$ cat src/rtl/core/rwer_colmem.sv
// ----------------------------------------------------------------------------
// rwer_colmem: per-column line memory
// One write port and one read port with registered read data.
// ----------------------------------------------------------------------------
module rwer_colmem #(
    parameter int DEPTH = 256,
    parameter int DW    = 17
) (
    input  logic                     i_clk,
    input  logic                     i_we,
    input  logic [$clog2(DEPTH)-1:0] i_waddr,
    input  logic [DW-1:0]            i_wdata,
    input  logic [$clog2(DEPTH)-1:0] i_raddr,
    output logic [DW-1:0]            o_rdata
);

    logic [DW-1:0] r_mem [DEPTH];
    logic [DW-1:0] r_rdata;

    // Write port.
    always_ff @(posedge i_clk) begin
        if (i_we) begin
            r_mem[i_waddr] <= i_wdata;
        end
    end

    // Read port with registered data.
    always_ff @(posedge i_clk) begin
        r_rdata <= r_mem[i_raddr];
    end

    assign o_rdata = r_rdata;

endmodule

$ cat config.mk
export PLATFORM = sky130hd
export DESIGN_NAME = rwer_colmem
export DESIGN_NICKNAME = d
export VERILOG_FILES = /design/src/rtl/core/rwer_colmem.sv
export SDC_FILE = /design/constraint.sdc
export NUM_CORES = 2
export LEC_CHECK = 0
export BUFFER_PORTS_ARGS = -buffer_cell sky130_fd_sc_hd__buf_2
export CAP_MARGIN = 25
export CORE_MARGIN = 2
export CORE_UTILIZATION = 43
export CTS_CLUSTER_DIAMETER = 50
export DETAILED_ROUTE_END_ITERATION = 7
export SLEW_MARGIN = 30
export SYNTH_ARGS = -nofsm -noshare
export SYNTH_HDL_FRONTEND = slang
export SYNTH_MEMORY_MAX_BITS = 65536
export SYNTH_SLANG_ARGS = --single-unit
$ cat constraint.sdc
create_clock -name i_clk -period 3.8 [get_ports i_clk]
set_clock_uncertainty 0.1 [all_clocks]
set_input_delay 0.38 -clock i_clk [delete_from_list [all_inputs] [get_ports i_clk]]
set_output_delay 0.38 -clock i_clk [all_outputs]
set_load 0.01 [all_outputs]
==> flow_summary.json <==
{
  "cts_hold_buf": 17,
  "p_comb_share_pct": 5.3,
  "htree_num_levels": 5,
  "cp_common_cell": "buf_4",
  "grt_antenna_before_repair": 44,
  "ios": 52,
  "worstMarginPinSlew_ns": 1.03,
  "area_growth_pct": 15.1,
  "yosysWarnings": 0,
  "grt_pass1_wl_um": 658000,
  "switchingPower_mw": 22.0,
  "cts_sinks": 4369,
  "drtIter0Drc": 13013,
  "worstSetupStartpointType": "register",
  "dp_hpwl_um": 288000,
  "setup_viol": 0,
  "crit_chain": "mux2i_1, o221ai_1, a21oi_1, nor4_1, nand4_1, buf_4, nor2_1, buf_4, and4_1",
  "status": "completed",
  "post_cts_buffers": 0,
  "row_count": 230,
  "synth_ff_type": "edfxtp_1",
  "hold_viol_final": 0,
  "gp_congestion": 0.911,
  "hp-class": "input port to register",
  "fin_crit_ns": 3.09,
  "ys_ff_latch": 4369,
  "remaining_drc_errors": 0,
  "power_frac_clock_pct": 42.3,
  "dieArea_sq_mm": 0.400,
  "finalWorstSetupSlack_ns": 0.708,
  "finalPower_mw": 102,
  "max-slew-margin-rel_pct": 31.5,
  "final_common_cell": "edfxtp_1",
  "fin_tns_setup_ns": 0,
  "ir_drop_v": 0.000446,
  "grtUsageTotal_pct": 23.3,
  "core_sq_mm": 0.393,
  "fin_nets": 8631,
  "vias": 85941,
  "path_clk_slew_ns": 0.06,
  "drt_pass1_iterations": 8,
  "drive_gt1_share_pct": 28.9,
  "insertion_delay_ns": 0.98,
  "fin_util_pct": 49.7,
  "holdWs_ns": 0.0810,
  "finalCritPeriodShare_pct": 81.4,
  "crit_fanout": 2,
  "clockBufferDepth": 4,
  "required_ns": 4.62,
  "cts_made_buffers": 445,
  "cts_resized": 0,
  "preCtsSetupSlack_ns": -0.127,
  "grt_pass1_vias": 84380,
  "switching_share_pct": 21.7,
  "routed_wl_um": 472000,
  "ys_types": 74,
  "power.internal_mw": 79.6,
  "cap_violations": 0,
  "cpPeakStageDelay_ns": 0.52,
  "mostFrequentLayoutCells": "4352 x edfxtp_1, 897 x mux4_2, 645 x buf_4, 509 x mux2i_1, 453 x clkbuf_16",
  "gr-total-overflow": 0,
  "nFillCells": 31084,
  "postRouteAntennaNets": 0,
  "avgSynthCellArea_sq_um": 21.8,
  "rsz0062_at_grt": "false",
  "wl_per_cell_um": 33.3,
  "cp.arrival_ns": 3.91,
  "slowest_stage": "nor2_1",
  "die_w_um": 632,
  "start_util_pct": 43.2,
  "p_per_area_mw_per_mm2": 521,
  "yosysSeqAreaShare_pct": 77.2,
  "path_buf_inv": 2,
  "crit_type": "register to register",
  "p_leak_nw": 62.3,
  "clockRootBuffer": "clkbuf_16",
  "synth.cell_area_sq_mm": 0.170,
  "ys_async_sr_fraction_pct": 0,
  "crit_family": "simple AND/OR/NAND/NOR gates",
  "die_h_um": 632,
  "synth_enable_flop_cells": 4352,
  "grt_start_max_net_pins": 120,
  "postSynthCellCount": 7797,
  "syn_nets": 7832,
  "viasPerCell": 6.05,
  "endpoint_kind": "register",
  "max_freq_mhz": 323,
  "cts_tree": "done",
  "report.final.slew_viol_count": 0,
  "io_buffers": 51,
  "p_seq_share_pct": 52.4
}
[cell usage after synthesis (all sizes together), types with 5 or more instances]
cell type	n	area [sq um]
nor3b	5	37.5
edfxtp	4352	131000
mux4	943	21400
o21ai	46	230
a22o	13	114
a32o	5	50.1
o311a	14	140
dfxtp	17	340
o221ai	136	1200
mux2	20	225
o31ai	5	37.5
nand3b	6	45.0
nor2b	14	87.6
mux2i	509	5090
a31oi	14	87.6
a221oi	5	43.8
a2111oi	6	65.1
buf	301	2870
o22ai	186	1160
a311oi	6	52.6
o2111ai	5	43.8
a22oi	33	248
a21oi	108	541
and4	6	52.6
o311ai	15	131
o22a	11	96.3
nor3	109	546
clkbuf	164	743
nand4	21	131
nor4	16	113
a32oi	9	78.8
nand3	65	325
or3	14	87.6
a211oi	17	133
nor2	333	1250
and3	8	50.1
nand2	216	811
[final timing paths]
kind         depth (start not counted)          start           end  slack (ns)
max                                  9   r_mem[99][6]    o_rdata[6]        0.71
min                                  4     i_waddr[1]  r_mem[19][5]        0.08
max reg2reg                          9   r_mem[99][6]    o_rdata[6]        0.71
min reg2reg                          6  r_mem[40][16]   o_rdata[16]        1.02
[metrics by stage]
stage          instance area (sq um)  std cells
2_1_floorplan                 170000       7797
3_3_place_gp                  180000      13344
3_5_place_dp                  181000      13348
4_1_cts                       195000      14180
5_1_grt                       195000      14195
6_report                      195000      14197
[worst min-delay path: cells and delay by family]
kind                   cells  cell delay [ns]
buffers and inverters      2             0.38
and+or+nand+nor            2             0.17
[cells by family after synthesis]
logic type	Yosys count	synth area share, %
flops	4369	77.2
mux	1472	15.8
compound gates	649	2.71
buf+inv	471	2.14
simple gates	836	2.19
[flip-flops by register name, indices dropped and copies added (netlist names)]
register  count
o_rdata      17
r_mem      4352
[cell type report]
cell class              count  area [sq um]  area share (%)
diodes                     13          32.5          0.0167
multi-input cells        2957         35600            18.2
inverters                   5          32.5          0.0167
well taps                5220          6530            3.35
clock buffers             539         11700            6.00
repair buffers            818          7630            3.91
flip-flops and latches   4369        131000            67.1
clock inverters           276          2660            1.36
[per-layer routing]
metal	vias to the layer above	share of wire [%]	global-route usage (%)
li1	34655	-	-
met1	46141	40	33.3
met2	4422	47	36.1
met3	711	9.6	4.57
met4	12	3.5	7.45
met5	-	0.018	0
[power groups by stage]
| stage | Combinational, mW | Sequential (mW) | Clock, mW |
|---|---|---|---|
| floorplan | 2.70 | 54.2 | 0 |
| global placement | 5.29 | 54.3 | 0 |
| detailed placement | 5.38 | 54.3 | 0 |
| CTS | 5.40 | 53.2 | 43.6 |
| global route | 5.63 | 53.2 | 45.4 |
| finish | 5.42 | 53.2 | 43.0 |
Power figures use the tool's default switching activity.
